===== src/hw/rtl/owsfc_pkg.sv =====
`timescale 1ns / 1ps
// ----------------------------------------------------------------------------
// owsfc_pkg
// shared types, constants and codes of the one-wire sensor frame checker
// ----------------------------------------------------------------------------
package owsfc_pkg;

  localparam int ROM_BYTES_DEF        = 8;
  localparam int SCRATCHPAD_BYTES_DEF = 9;

  localparam int CNT_W = 4;
  localparam int LEN_W = CNT_W + 1;

  localparam logic [7:0] CFG_MASK    = 8'h9f;
  localparam logic [7:0] CFG_PATTERN = 8'h1f;
  localparam logic [CNT_W-1:0] CFG_POS     = CNT_W'(4);
  localparam logic [CNT_W-1:0] TEMP_LO_POS = CNT_W'(0);
  localparam logic [CNT_W-1:0] TEMP_HI_POS = CNT_W'(1);

  localparam logic [7:0] CRC_GEN_RESET = 8'h8c;
  localparam logic       MODE_RESET    = 1'b1;

  localparam logic MODE_ROM        = 1'b0;
  localparam logic MODE_SCRATCHPAD = 1'b1;

  localparam logic REG_FRAME_MODE    = 1'b0;
  localparam logic REG_CRC_GENERATOR = 1'b1;

  localparam logic [1:0] STATUS_OK      = 2'd0;
  localparam logic [1:0] STATUS_CFG_BAD = 2'd1;
  localparam logic [1:0] STATUS_CRC_BAD = 2'd2;

  typedef struct packed {
    logic       frame_mode;
    logic [7:0] crc_generator;
  } cfg_t;

  typedef struct packed {
    logic               valid;
    logic [1:0]         status;
    logic signed [15:0] temperature;
    logic [7:0]         computed_crc;
  } res_t;

endpackage


===== src/hw/rtl/owsfc_crc8.sv =====
`timescale 1ns / 1ps
// ----------------------------------------------------------------------------
// owsfc_crc8
// bytewise reflected crc-8 update with a programmable feedback polynomial
// ----------------------------------------------------------------------------
module owsfc_crc8 (
  input  logic [7:0] crc_in,
  input  logic [7:0] data,
  input  logic [7:0] generator,
  output logic [7:0] crc_out
);

  always_comb begin
    logic [7:0] c;
    c = crc_in ^ data;
    for (int k = 0; k < 8; k++) begin
      if (c[0]) begin
        c = {1'b0, c[7:1]} ^ generator;
      end else begin
        c = {1'b0, c[7:1]};
      end
    end
    crc_out = c;
  end

endmodule


===== src/hw/rtl/owsfc_frame.sv =====
`timescale 1ns / 1ps
// ----------------------------------------------------------------------------
// owsfc_frame
// frame tracking, crc accumulation and end-of-frame check for one item a cycle while advance is high
// ----------------------------------------------------------------------------
module owsfc_frame #(
  parameter int ROM_BYTES        = owsfc_pkg::ROM_BYTES_DEF,
  parameter int SCRATCHPAD_BYTES = owsfc_pkg::SCRATCHPAD_BYTES_DEF
) (
  input  logic              clk,
  input  logic              rst,
  input  logic              advance,
  input  logic [7:0]        data_byte,
  input  logic              frame_start,
  input  owsfc_pkg::cfg_t   cfg,
  output owsfc_pkg::res_t   res
);

  localparam logic [owsfc_pkg::LEN_W-1:0] ROM_LEN = owsfc_pkg::LEN_W'(ROM_BYTES);
  localparam logic [owsfc_pkg::LEN_W-1:0] SCR_LEN = owsfc_pkg::LEN_W'(SCRATCHPAD_BYTES);

  logic [7:0]                  crc_register;
  logic [owsfc_pkg::CNT_W-1:0] byte_count;
  logic [7:0]                  temp_low_byte;
  logic [7:0]                  temp_high_byte;
  logic                        config_byte_ok;
  logic                        in_frame;

  logic [7:0]                  crc_base;
  logic [owsfc_pkg::CNT_W-1:0] pos;
  logic [7:0]                  tlo_base;
  logic [7:0]                  thi_base;
  logic                        cfg_ok_base;
  logic [owsfc_pkg::LEN_W-1:0] len;
  logic                        take;
  logic                        is_last;
  logic [7:0]                  crc_upd;

  always_comb begin
    take        = advance && (frame_start || in_frame);
    pos         = frame_start ? '0 : byte_count;
    crc_base    = frame_start ? 8'h00 : crc_register;
    tlo_base    = frame_start ? 8'h00 : temp_low_byte;
    thi_base    = frame_start ? 8'h00 : temp_high_byte;
    cfg_ok_base = frame_start ? 1'b0 : config_byte_ok;
    len         = (cfg.frame_mode == owsfc_pkg::MODE_SCRATCHPAD) ? SCR_LEN : ROM_LEN;
    is_last     = ({1'b0, pos} + owsfc_pkg::LEN_W'(1)) >= len;
  end

  owsfc_crc8 u_crc8 (
    .crc_in    (crc_base),
    .data      (data_byte),
    .generator (cfg.crc_generator),
    .crc_out   (crc_upd)
  );

  always_ff @(posedge clk) begin
    if (rst) begin
      crc_register   <= 8'h00;
      byte_count     <= '0;
      temp_low_byte  <= 8'h00;
      temp_high_byte <= 8'h00;
      config_byte_ok <= 1'b0;
      in_frame       <= 1'b0;
    end else if (take) begin
      if (is_last) begin
        in_frame   <= 1'b0;
        byte_count <= '0;
      end else begin
        in_frame       <= 1'b1;
        byte_count     <= pos + owsfc_pkg::CNT_W'(1);
        crc_register   <= crc_upd;
        temp_low_byte  <= tlo_base;
        temp_high_byte <= thi_base;
        config_byte_ok <= cfg_ok_base;
        if (cfg.frame_mode == owsfc_pkg::MODE_SCRATCHPAD) begin
          if (pos == owsfc_pkg::TEMP_LO_POS) begin
            temp_low_byte <= data_byte;
          end else if (pos == owsfc_pkg::TEMP_HI_POS) begin
            temp_high_byte <= data_byte;
          end else if (pos == owsfc_pkg::CFG_POS) begin
            config_byte_ok <= (data_byte & owsfc_pkg::CFG_MASK) == owsfc_pkg::CFG_PATTERN;
          end
        end
      end
    end
  end

  always_comb begin
    res.valid        = take && is_last;
    res.computed_crc = crc_base;
    res.status       = owsfc_pkg::STATUS_OK;
    res.temperature  = 16'sd0;
    if (cfg.frame_mode == owsfc_pkg::MODE_SCRATCHPAD) begin
      res.temperature = $signed({thi_base, tlo_base});
      if (!cfg_ok_base) begin
        res.status = owsfc_pkg::STATUS_CFG_BAD;
      end else if (data_byte != crc_base) begin
        res.status = owsfc_pkg::STATUS_CRC_BAD;
      end
    end else if (data_byte != crc_base) begin
      res.status = owsfc_pkg::STATUS_CRC_BAD;
    end
  end

endmodule


===== src/hw/rtl/owsfc_out_reg.sv =====
`timescale 1ns / 1ps
// ----------------------------------------------------------------------------
// owsfc_out_reg
// result register driving the master-side stream
// ----------------------------------------------------------------------------
module owsfc_out_reg (
  input  logic             clk,
  input  logic             rst,
  input  logic             load,
  input  owsfc_pkg::res_t  res,
  output logic             busy,
  output logic             m_tvalid,
  input  logic             m_tready,
  output logic [31:0]      m_tdata
);

  logic [1:0]         status_q;
  logic signed [15:0] temp_q;
  logic [7:0]         crc_q;

  assign busy     = m_tvalid && !m_tready;
  assign m_tdata  = {6'b0, crc_q, temp_q, status_q};

  always_ff @(posedge clk) begin
    if (rst) begin
      m_tvalid <= 1'b0;
    end else if (load && res.valid) begin
      m_tvalid <= 1'b1;
    end else if (m_tready) begin
      m_tvalid <= 1'b0;
    end
  end

  always_ff @(posedge clk) begin
    if (load && res.valid) begin
      status_q <= res.status;
      temp_q   <= res.temperature;
      crc_q    <= res.computed_crc;
    end
  end

endmodule


===== src/hw/rtl/onewire_sensor_frame_checker_core.sv =====
`timescale 1ns / 1ps
// ----------------------------------------------------------------------------
// onewire_sensor_frame_checker_core
// checks one-wire sensor frames: crc-8, configuration byte and temperature
// path: a closing item passes the input register, then the result register, to the master side
// throughput: one item per cycle while the master side does not stall; the bytewise crc update is combinational
// reset: synchronous; clears frame state and both stream sides, config to defaults
// ----------------------------------------------------------------------------
module onewire_sensor_frame_checker_core #(
  parameter int ROM_BYTES        = owsfc_pkg::ROM_BYTES_DEF,
  parameter int SCRATCHPAD_BYTES = owsfc_pkg::SCRATCHPAD_BYTES_DEF
) (
  input  logic        clk,
  input  logic        rst,
  input  logic        cfg_we,
  input  logic        cfg_index,
  input  logic [7:0]  cfg_data,
  input  logic        s_tvalid,
  output logic        s_tready,
  input  logic [7:0]  s_tdata,   // data_byte
  input  logic        s_tuser,   // frame_start
  output logic        m_tvalid,
  input  logic        m_tready,
  output logic [31:0] m_tdata    // status[1:0], temperature[17:2], computed_crc[25:18]
);

  owsfc_pkg::cfg_t cfg;
  owsfc_pkg::res_t res;

  logic       in_valid;
  logic [7:0] in_byte;
  logic       in_start;
  logic       advance;
  logic       out_busy;

  always_ff @(posedge clk) begin
    if (rst) begin
      cfg.frame_mode    <= owsfc_pkg::MODE_RESET;
      cfg.crc_generator <= owsfc_pkg::CRC_GEN_RESET;
    end else if (cfg_we) begin
      unique case (cfg_index)
        owsfc_pkg::REG_FRAME_MODE:    cfg.frame_mode    <= cfg_data[0];
        owsfc_pkg::REG_CRC_GENERATOR: cfg.crc_generator <= cfg_data;
        default: ;
      endcase
    end
  end

  assign advance  = in_valid && !out_busy;
  assign s_tready = !in_valid || advance;

  always_ff @(posedge clk) begin
    if (rst) begin
      in_valid <= 1'b0;
    end else if (s_tready) begin
      in_valid <= s_tvalid;
    end
  end

  always_ff @(posedge clk) begin
    if (s_tready && s_tvalid) begin
      in_byte  <= s_tdata;
      in_start <= s_tuser;
    end
  end

  owsfc_frame #(
    .ROM_BYTES        (ROM_BYTES),
    .SCRATCHPAD_BYTES (SCRATCHPAD_BYTES)
  ) u_frame (
    .clk         (clk),
    .rst         (rst),
    .advance     (advance),
    .data_byte   (in_byte),
    .frame_start (in_start),
    .cfg         (cfg),
    .res         (res)
  );

  owsfc_out_reg u_out_reg (
    .clk      (clk),
    .rst      (rst),
    .load     (advance),
    .res      (res),
    .busy     (out_busy),
    .m_tvalid (m_tvalid),
    .m_tready (m_tready),
    .m_tdata  (m_tdata)
  );

endmodule

===== config.mk =====
export PLATFORM = sky130hd
export DESIGN_NAME = onewire_sensor_frame_checker_core
export DESIGN_NICKNAME = d
export VERILOG_FILES = /design/src/hw/rtl/owsfc_pkg.sv /design/src/hw/rtl/owsfc_crc8.sv /design/src/hw/rtl/owsfc_frame.sv /design/src/hw/rtl/owsfc_out_reg.sv /design/src/hw/rtl/onewire_sensor_frame_checker_core.sv
export SDC_FILE = /design/constraint.sdc
export NUM_CORES = 1
export LEC_CHECK = 0
export BUFFER_PORTS_ARGS = -buffer_cell sky130_fd_sc_hd__buf_2
export CELL_PAD_IN_SITES_DETAIL_PLACEMENT = 1
export CELL_PAD_IN_SITES_GLOBAL_PLACEMENT = 1
export CORE_MARGIN = 3
export CORE_UTILIZATION = 45
export CTS_CLUSTER_SIZE = 16
export DETAILED_ROUTE_END_ITERATION = 16
export PLACE_DENSITY = 0.76
export SYNTH_ARGS = -nofsm -noshare
export SYNTH_HDL_FRONTEND = slang
export SYNTH_SLANG_ARGS = --single-unit

===== constraint.sdc =====
create_clock -name clk -period 4.65 [get_ports clk]
set_input_delay 0.2325 -clock clk [delete_from_list [all_inputs] [get_ports clk]]
set_output_delay 0.2325 -clock clk [all_outputs]
set_load 0.1 [all_outputs]

==> metrics.cfg, run 1 <==
[critical_path]
cpPeakStageDelay_ns = 0.48
worstPathMaxFanout = 11
worstSetupPathType = flop to flop
crit_required_ns = 4.92
end_kind = flop
critPathLaunchType = flop
cp_slowest_cell = edfxtp_1
path_cells = or3_1, a211oi_2, nor3_1, buf_4, or4_1, mux2i_1, or4_4, nand2_4, xnor3_1, mux2_1, a221o_1, nand3_1, xnor3_1, a211oi_2
critPathArrivalTime_ns = 4.63

[final_layout]
drive_gt1_frac = 0.180
fin_nets = 613
areaGrowthSynthToFinish_pct = 11.4
num_antenna_cells = 0
stdcell_count = 726

[logic_synthesis]
synth_top_area_share = 0.216
synth.area.top_cells = edfxtp_1, dfxtp_1, nand2_1
yosysWarnings = 0
ys_seq_elements = 76
syn_avg_cell_area_sq_um = 8.97
ys.flop_type = dfxtp_1
syn_inst = 543
post-synth-top-area-cell = edfxtp_1
synth_edf_count = 35
seq_area_frac_synth = 0.384
synth_cell_type_count = 77
async_flop_share = 0
synth_area_sq_um = 4870

[drt]
wl_met3_microns = 741
drt_iter0_drc = 296
drc = 0
wl_met2_microns = 6950
drt_pass1_iterations = 5
top_layer_used = met4
via_count = 4335
wl_met1_microns = 6370
wl_per_cell_microns = 19.6
viasPerCell = 5.97
ant_nets = 0
wl_microns = 14200

[place]
dp_cells = 710
dp_hpwl_microns = 10400
routabilityCongestion = 0.855
portBuffers = 50

[clock_tree]
path_clk_slew_ns = 0.08
numCtsBuffers = 9
cts.sinks = 76
cts.htree.levels = 3
clock_latency_ns = 0.35
cts_tree = done
clockBufferDepth = 2
cts_root_buf = clkbuf_8

[hold_path]
min_path_type = input pin to flop

[sta]
rsz0062_at_grt = no
fin_crit_sh = 0.939
fin_crit_ns = 4.37
setup_tns_ns = 0
max_freq_mhz = 229
finalHoldViolCount = 0
tightest_slew_ns = 0.942
slew_violations = 0
timing.slew.headroom = 0.371
setup_viol = 0
finClkSkew_ns = 0.00887

[die]
row_count = 37
coreArea_sq_um = 10400
fp.dieH_microns = 110
initial_core_util = 0.468
dieWidth_microns = 110
ioPinCount = 57
dieArea_sq_um = 12100

[global_route]
grt_pass1_wl_microns = 22500
track_usage = 0.242
grt_pass1_vias = 4245
overflow = 0
antenna_found_initial = 0
grt_max_degree = 43

[outcome]
outcome = completed

[pwr]
ir_worst_vdd_mv = 0.177
p_per_area_nw_per_um2 = 343
leakagePower_nw = 2.13

[flow_run]
max_cap_violations = 0

## kinds of logic (layout without fill, tap and decap cells)
logic type | Yosys count | after routing | synth area share
simple gates | 222 | 222 | 0.232
compound gates | 138 | 138 | 0.212
flops | 76 | 76 | 0.384
buf+inv | 55 | 97 | 0.0557
xor+xnor | 44 | 44 | 0.0991
fa+ha+maj | 4 | 4 | 0.0103
mux | 3 | 3 | 0.00642
other cells | 1 | 6 | 0.000769
## synth_stat cells (4+ instances only)
cell type and instances:
nand2b_1 5, ha_1 4, o21ai_0 20, xor2_1 11, xnor3_1 6, clkbuf_1 20, o21ai_1 5, a32o_1 4
o211a_1 5, a21oi_1 20, nor2b_1 14, nor4b_1 4, inv_1 12, nand3_1 18, a211oi_1 4, a211oi_2 4
buf_4 8, nand2_1 74, a22oi_1 19, xnor2_1 26, a31oi_1 8, dfxtp_1 41, and3_1 6, nor2_1 40
and2_1 21, nor3_1 10, edfxtp_1 35, a211o_1 7, buf_2 10
## path summary, 6_finish.rpt
path                     from                      end  slack (ns)  cells after the start
max                  in_start  u_frame.crc_register[0]        0.28                     14
max reg2reg          in_start  u_frame.crc_register[0]        0.28                     14
min reg2reg  u_frame.in_frame         u_frame.in_frame        0.48                      2
min                s_tdata[3]               in_byte[3]        0.05                      1
## layout make-up
cell class | count | area [sq um]
inverters | 12 | 45.0
clock inverters | 4 | 26.3
well taps | 136 | 170
multi-input cells | 417 | 2770
flip-flops and latches | 76 | 1870
repair buffers | 70 | 398
clock buffers | 11 | 141
fillers | 1255 | 4990
## routing by layer
| metal | track usage | up-vias |
|---|---|---|
| li1 | - | 2040 |
| met1 | 0.328 | 2177 |
| met2 | 0.400 | 107 |
| met3 | 0.0478 | 11 |
| met4 | 0.0516 | 0 |
| met5 | 0 | - |
## through the flow
stage	util	instance area, sq um	worst slack (ns)	hold WS, ns	power (W)
floorplan	-	4890	0.650	0.331	0.00128
global placement	0.502	5230	0.296	0.411	0.00139
detailed placement	0.502	5230	0.223	0.411	0.00142
CTS	0.518	5400	0.204	0.0367	0.00186
global route	0.521	5430	0.0140	0.0365	0.00196
finish	0.521	5430	0.284	0.0514	0.00186
## report_power, final
part / switching (W) / internal, W
registers: 0.0000441 / 0.000720
clock network: 0.000241 / 0.000205
logic: 0.000362 / 0.000291
## timing repair
| item | CTS | global route |
|---|---|---|
| hold endpoints to repair | 0 | 0 |
| hold buffers | 0 | 0 |
| gates resized for setup | 0 | 6 |
| endpoints found under the setup margin | 0 | 8 |
| buffers inserted | 0 | 1 |
## registers in the layout, summed over array words and instances, names as in the netlist
register                count
u_out_reg.temp_q           16
cfg                         9
in_byte                     8
u_frame.crc_register        8
u_frame.temp_high_byte      8
u_frame.temp_low_byte       8
u_out_reg.crc_q             8
u_frame.byte_count          4
u_out_reg.status_q          2
in_start                    1
in_valid                    1
u_frame.config_byte_ok      1
u_frame.in_frame            1
u_out_reg.m_tvalid          1
## critical path, delay by kind of cell (launching register included)
family / cells / cell delay (ns)
buf+inv: 1 / 0.20
simple gates: 6 / 1.45
mux: 2 / 0.55
compound gates: 3 / 0.94
xor+xnor: 2 / 0.67
flops: 1 / 0.48
## cells in the final DEF, fill, tap and decap left out, types with 12 or more instances in the layout
| cell | n |
|---|---|
| nand3_1 | 18 |
| edfxtp_1 | 35 |
| nand2_1 | 74 |
| o21ai_0 | 20 |
| inv_1 | 12 |
| buf_4 | 19 |
| and2_1 | 21 |
| a21oi_1 | 20 |
| a22oi_1 | 19 |
| buf_2 | 50 |
| dfxtp_1 | 40 |
| xnor2_1 | 26 |
| nor2b_1 | 13 |
| nor2_1 | 39 |
(Power assumes the default switching activity.)
==> run 2, diff against run 1 <==
==> constraint.sdc (replaced) <==
create_clock -name clk -period 4.9 [get_ports clk]
set_input_delay 0.245 -clock clk [delete_from_list [all_inputs] [get_ports clk]]
set_output_delay 0.245 -clock clk [all_outputs]
set_load 0.1 [all_outputs]
==> run 2 against run 1 <==
Sequential cell count did not move. Die area did not move. Clock skew fell by 0.00083 ns. Critical endpoint is now u_frame.crc_register[1]. Largest power group unchanged.
==> metrics.cfg, run 2 (synthesis results as in run 1) <==
[clock_tree]
numCtsBuffers = 9
cts.sinks = 76
postCtsSetupRepairBufs = 0
clockBufferDepth = 2
path_clk_slew_ns = 0.08
cts_root_buf = clkbuf_8
clock_latency_ns = 0.37
cts.htree.levels = 3
cts_tree = done

[place]
portBuffers = 50
routabilityCongestion = 0.847
dp_hpwl_microns = 10200

[critical_path]
worstPathMaxFanout = 14
end_kind = flop
critPathLaunchType = flop
worstSetupPathType = flop to flop
critPathArrivalTime_ns = 4.84
crit_required_ns = 5.17

[global_route]
grt_pass1_vias = 4288
met3_usage = 0.0472
use_met1 = 0.318
antenna_found_initial = 0
top_usage_layer = met2
track_usage = 0.239
grt_pass1_wl_microns = 22100
overflow = 0
met2_usage = 0.396
grt_max_degree = 43

[die]
dieArea_sq_um = 12100
initial_core_util = 0.468
row_count = 37
coreArea_sq_um = 10400
fp.dieH_microns = 110
ioPinCount = 57
dieWidth_microns = 110

[sta]
rsz0062_at_grt = no
fin_crit_sh = 0.933
setup_viol = 0
max_freq_mhz = 219
fin_crit_ns = 4.57
timing.slew.headroom = 0.436
slew_violations = 0
setup_tns_ns = 0
worst_hold_slack_ns = 0.0459
tightest_slew_ns = 0.845
finalHoldViolCount = 0
finClkSkew_ns = 0.00804

[drt]
viasPerCell = 5.88
drt_iter0_drc = 199
via_count = 4256
ant_nets = 0
wl_microns = 13900
drc = 0
wl_per_cell_microns = 19.2
drt_pass1_iterations = 4

[final_layout]
largest_reg_flops = 16
regMostFlops = u_out_reg.temp_q
num_antenna_cells = 0
post-route-util = 0.523
drive_gt1_frac = 0.173
fin_nets = 610
fill_cells = 1281
reg.largest.list = u_out_reg.temp_q: 16 flops, cfg: 9 flops
mostFrequentLayoutCell = nand2_1
final_cell_mix = nand2_1, buf_2, dfxtp_1
areaGrowthSynthToFinish_pct = 11.7

[pwr]
leakagePower_nw = 2.14
ir_worst_vdd_mv = 0.165
p_per_area_nw_per_um2 = 342

[outcome]
outcome = completed

[flow_run]
max_cap_violations = 0

[hold_path]
min_path_type = input pin to flop

## run 2: cell count changes in the layout (fill, tap and decap cells not counted), sizes merged
cell / delta
buf: -2
bufinv: +1
clkbuf: -1
clkinvlp: -1
inv: +1
## run 2: where the power goes
group	switching (W)	internal (W)	leakage [nW]	total, W
Combinational	0.000341	0.000270	1.37	0.000611
Sequential	0.0000422	0.000683	0.661	0.000726
Clock	0.000244	0.000280	0.112	0.000524
Total	0.000627	0.00123	2.14	0.00186
## run 2: cell type report
cell class                      count  area [sq um]  area share
Timing Repair Buffer               67           378      0.0694
Clock buffer                       11           163      0.0299
Sequential cell                    76          1870       0.344
Tap cell                          136           170      0.0312
Multi-Input combinational cell    417          2760       0.507
Clock inverter                      5          56.3      0.0103
Inverter                           12          45.0     0.00827
## run 2: layer usage
metal / part of all wire / up-vias
met5: 0 / -
met4: 0.011 / 0
met3: 0.038 / 15
met2: 0.49 / 67
met1: 0.47 / 2137
li1: - / 2037
## run 2: final timing paths
kind | from | to | slack (ns) | cells past startpoint
min | s_tdata[3] | in_byte[3] | 0.05 | 1
max reg2reg | in_byte[0] | u_frame.crc_register[1] | 0.33 | 14
max | in_byte[0] | u_frame.crc_register[1] | 0.33 | 14
min reg2reg | u_frame.byte_count[0] | u_frame.byte_count[0] | 0.47 | 2
## run 2: timing repair
| item | CTS | global route |
|---|---|---|
| setup endpoints to repair | 0 | 3 |
| resized for setup | 0 | 2 |
| hold endpoints to repair | 0 | 0 |
| hold buffers | 0 | 0 |
## run 2: per-stage QoR
stage / area (sq um) / worst slack (ns) / cells / total power (W)
2_1_floorplan: 4890 / 0.900 / 548 / 0.00121
3_5_place_dp: 5220 / 0.340 / 708 / 0.00134
5_1_grt: 5450 / 0.0212 / 724 / 0.00195
4_1_cts: 5440 / 0.267 / 724 / 0.00187
6_report: 5450 / 0.326 / 724 / 0.00186
3_3_place_gp: 5220 / 0.521 / 708 / 0.00132
## run 2: worst max-delay path: stages, from the launching register on
cell and delay, ns:
edfxtp_1 0.58, or3_1 0.40, a211oi_2 0.30, nor3_1 0.07, buf_4 0.20, a2111oi_0 0.60
nor4_1 0.16, o22ai_2 0.32, xnor2_1 0.21, and4_1 0.25, a2111o_1 0.40, o211ai_2 0.35
and2_1 0.24, a21oi_1 0.09, a211o_1 0.30
==> run 3, diff against run 2 <==
--- a/config.mk
+++ b/config.mk
@@ -9,10 +9,12 @@
 export CELL_PAD_IN_SITES_DETAIL_PLACEMENT = 1
 export CELL_PAD_IN_SITES_GLOBAL_PLACEMENT = 1
 export CORE_MARGIN = 3
-export CORE_UTILIZATION = 45
+export CORE_UTILIZATION = 47
+export CTS_BUF_LIST = sky130_fd_sc_hd__clkbuf_8
 export CTS_CLUSTER_SIZE = 16
 export DETAILED_ROUTE_END_ITERATION = 16
-export PLACE_DENSITY = 0.76
+export PLACE_DENSITY = 0.78
 export SYNTH_ARGS = -nofsm -noshare
 export SYNTH_HDL_FRONTEND = slang
+export SYNTH_HIERARCHICAL = 1
 export SYNTH_SLANG_ARGS = --single-unit
==> run 3 against run 2 <==
Register-to-register slack gained 0.17 ns. Synthesized area shrank 5.5%. Sequential share of layout area grew 2.3 points. Clock power shrank 12%. First-iteration DRC count shrank 4.5%. Design area shrank 6.3%. Synthesized cell count shrank 16%. Critical endpoint is now u_frame/crc_register[3]. Largest cell class unchanged. Largest power group is now combinational cells.
==> metrics.cfg, run 3 <==
[critical_path]
cp_slowest_cell = xor3_2
path_cells = nor2b_2, xor2_4, nor4_1, a311o_1, a311oi_2, and2_1, xor3_2, a211o_1, a211oi_4, o21ai_1, xnor3_1, xnor2_1, nand3_1, a21oi_1
end_kind = flop
critPathArrivalTime_ns = 4.68
r2r_slack_ns = 0.50
crit_required_ns = 5.18
startpoint = in_start
cpLargestDelayFamily = compound AO/OA/AOI/OAI gates
r2r_start = in_start
critPathLaunchType = flop
cpPeakStageDelay_ns = 0.53
worstPathMaxFanout = 12
worstSetupPathType = flop to flop
path_buf_inv = 0

[clock_tree]
cts_tree = done
postCtsSetupRepairBufs = 0
numCtsBuffers = 9
path_clk_slew_ns = 0.09
cts.sinks = 76
clock_latency_ns = 0.35
clockBufferDepth = 2
cts_resized = 0
cts_hold_buf = 0
cts.htree.levels = 3
cts_root_buf = clkbuf_8

[die]
coreArea_sq_um = 9370
fp.dieH_microns = 105
row_count = 35
dieWidth_microns = 105
dieArea_sq_um = 11000
initial_core_util = 0.491
ioPinCount = 57

[logic_synthesis]
seq_area_frac_synth = 0.407
async_flop_share = 0
syn_avg_cell_area_sq_um = 10.1
synth_edf_count = 35
yosysMostFrequentCell = dfxtp_1
post-synth-top-area-cell = edfxtp_1
ys.flop_type = dfxtp_1
synth.area.top_cells = edfxtp_1, dfxtp_1, xnor2_1
synth_common_cells = dfxtp_1, edfxtp_1, nand2_1
synth_top_area_share = 0.228
syn_inst = 458
synth_area_sq_um = 4600
synth_cell_type_count = 76
ys_seq_elements = 76
yosysWarnings = 6

[global_route]
grt_max_degree = 30
grt_pass1_vias = 3785
overflow = 0
antenna_found_initial = 1
track_usage = 0.223
grt_pass1_wl_microns = 19700

[final_layout]
mostFrequentLayoutCell = buf_2
multiInputGateArea_sq_um = 2570
drive_gt1_frac = 0.202
ff_latch_area_sq_um = 1870
reg.largest.list = u_out_reg/temp_q: 16 flops, cfg: 9 flops
largest_reg_flops = 16
regMostFlops = u_out_reg/temp_q
num_antenna_cells = 0
fin_nets = 524
fill_cells = 1062
stdcell_count = 634
final_cell_mix = buf_2, dfxtp_1, nand2_1, edfxtp_1, xnor2_1
areaGrowthSynthToFinish_pct = 10.8

[sta]
worst_hold_slack_ns = 0.0690
setup_tns_ns = 0
tightest_slew_ns = 0.988
max_freq_mhz = 227
timing.slew.headroom = 0.340
finalHoldViolCount = 0
slew_violations = 0
finClkSkew_ns = 0.00788
fin_crit_ns = 4.40
fin_crit_sh = 0.898
setup_viol = 0
rsz0062_at_grt = no

[drt]
drt_iter0_drc = 190
wl_per_cell_microns = 19.1
via_count = 3691
wl_microns = 12100
drc = 0
ant_nets = 0
drt_pass1_iterations = 5
viasPerCell = 5.82

[outcome]
outcome = completed

[place]
dp_hpwl_microns = 8910
routabilityCongestion = 0.964
portBuffers = 50
dp_cells = 618

[pwr]
ir_worst_vdd_mv = 0.216
p_per_area_nw_per_um2 = 411
total_power_w = 0.00209
leakagePower_nw = 2.03

[flow_run]
max_cap_violations = 0

[hold_path]
min_path_type = input pin to flop
worstHoldStart = s_tdata[5]

## run 3: cell types whose count changed in the layout (fill, tap and decap cells not counted), moves of 7 or more
| cell | previous run | this run |
|---|---|---|
| inv_1 | 12 | 5 |
| nand2_1 | 74 | 35 |
| a22o_1 | 1 | 16 |
| buf_4 | 17 | 5 |
| nand3_1 | 18 | 25 |
| a22oi_1 | 19 | 1 |
| nor2_1 | 39 | 25 |
| a21oi_2 | 0 | 7 |
## run 3: area by class of cell
type	instances	area share
Tap cell	129	0.0316
Clock buffer	9	0.0243
Clock inverter	7	0.0128
Timing Repair Buffer	55	0.0564
Multi-Input combinational cell	352	0.504
Inverter	6	0.00442
Sequential cell	76	0.367
## run 3: final timing paths
path / end / depth (start not counted)
hold reg to reg: u_frame/temp_low_byte[3] / 1
setup reg to reg: u_frame/crc_register[3] / 14
hold / removal: in_byte[5] / 1
setup / recovery: u_frame/crc_register[3] / 14
## run 3: power breakdown
group	switching [W]	total [W]	internal (W)
combinational	0.000487	0.000897	0.000410
sequential	0.0000462	0.000735	0.000689
clock	0.000265	0.000462	0.000197
total	0.000798	0.00209	0.00130
## run 3: worst reg2reg max path, delay by kind of cell (launching register included)
| kind | cells | cell delay [ns] |
|---|---|---|
| AO/OA/AOI/OAI | 6 | 1.70 |
| flip-flops | 1 | 0.46 |
| AND/OR/NAND/NOR | 4 | 0.74 |
| XOR/XNOR | 4 | 1.45 |
## run 3: cells by family after synthesis
logic type,share of synthesized area
buffers and inverters,0.0424
other,0.000815
XOR/XNOR,0.146
multiplexers,0.00652
AND/OR/NAND/NOR,0.192
flip-flops,0.407
AO/OA/AOI/OAI,0.203
adder cells (fa/ha/maj),0.00272
## run 3: metrics by stage
stage,utilization,setup WS (ns),area [sq um]
CTS,0.543,0.327,5090
floorplan,-,0.847,4620
finish,0.544,0.498,5100
global placement,0.523,0.611,4900
global route,0.544,0.168,5100
detailed placement,0.523,0.357,4900
## run 3: per-layer routing
layer  global-route usage  part of all wire  up-vias
li1                     -                 -     1746
met1                0.308              0.46     1821
met2                0.359              0.47      108
met3               0.0371             0.048       14
met4               0.0656             0.013        2
met5                    0            0.0011        -
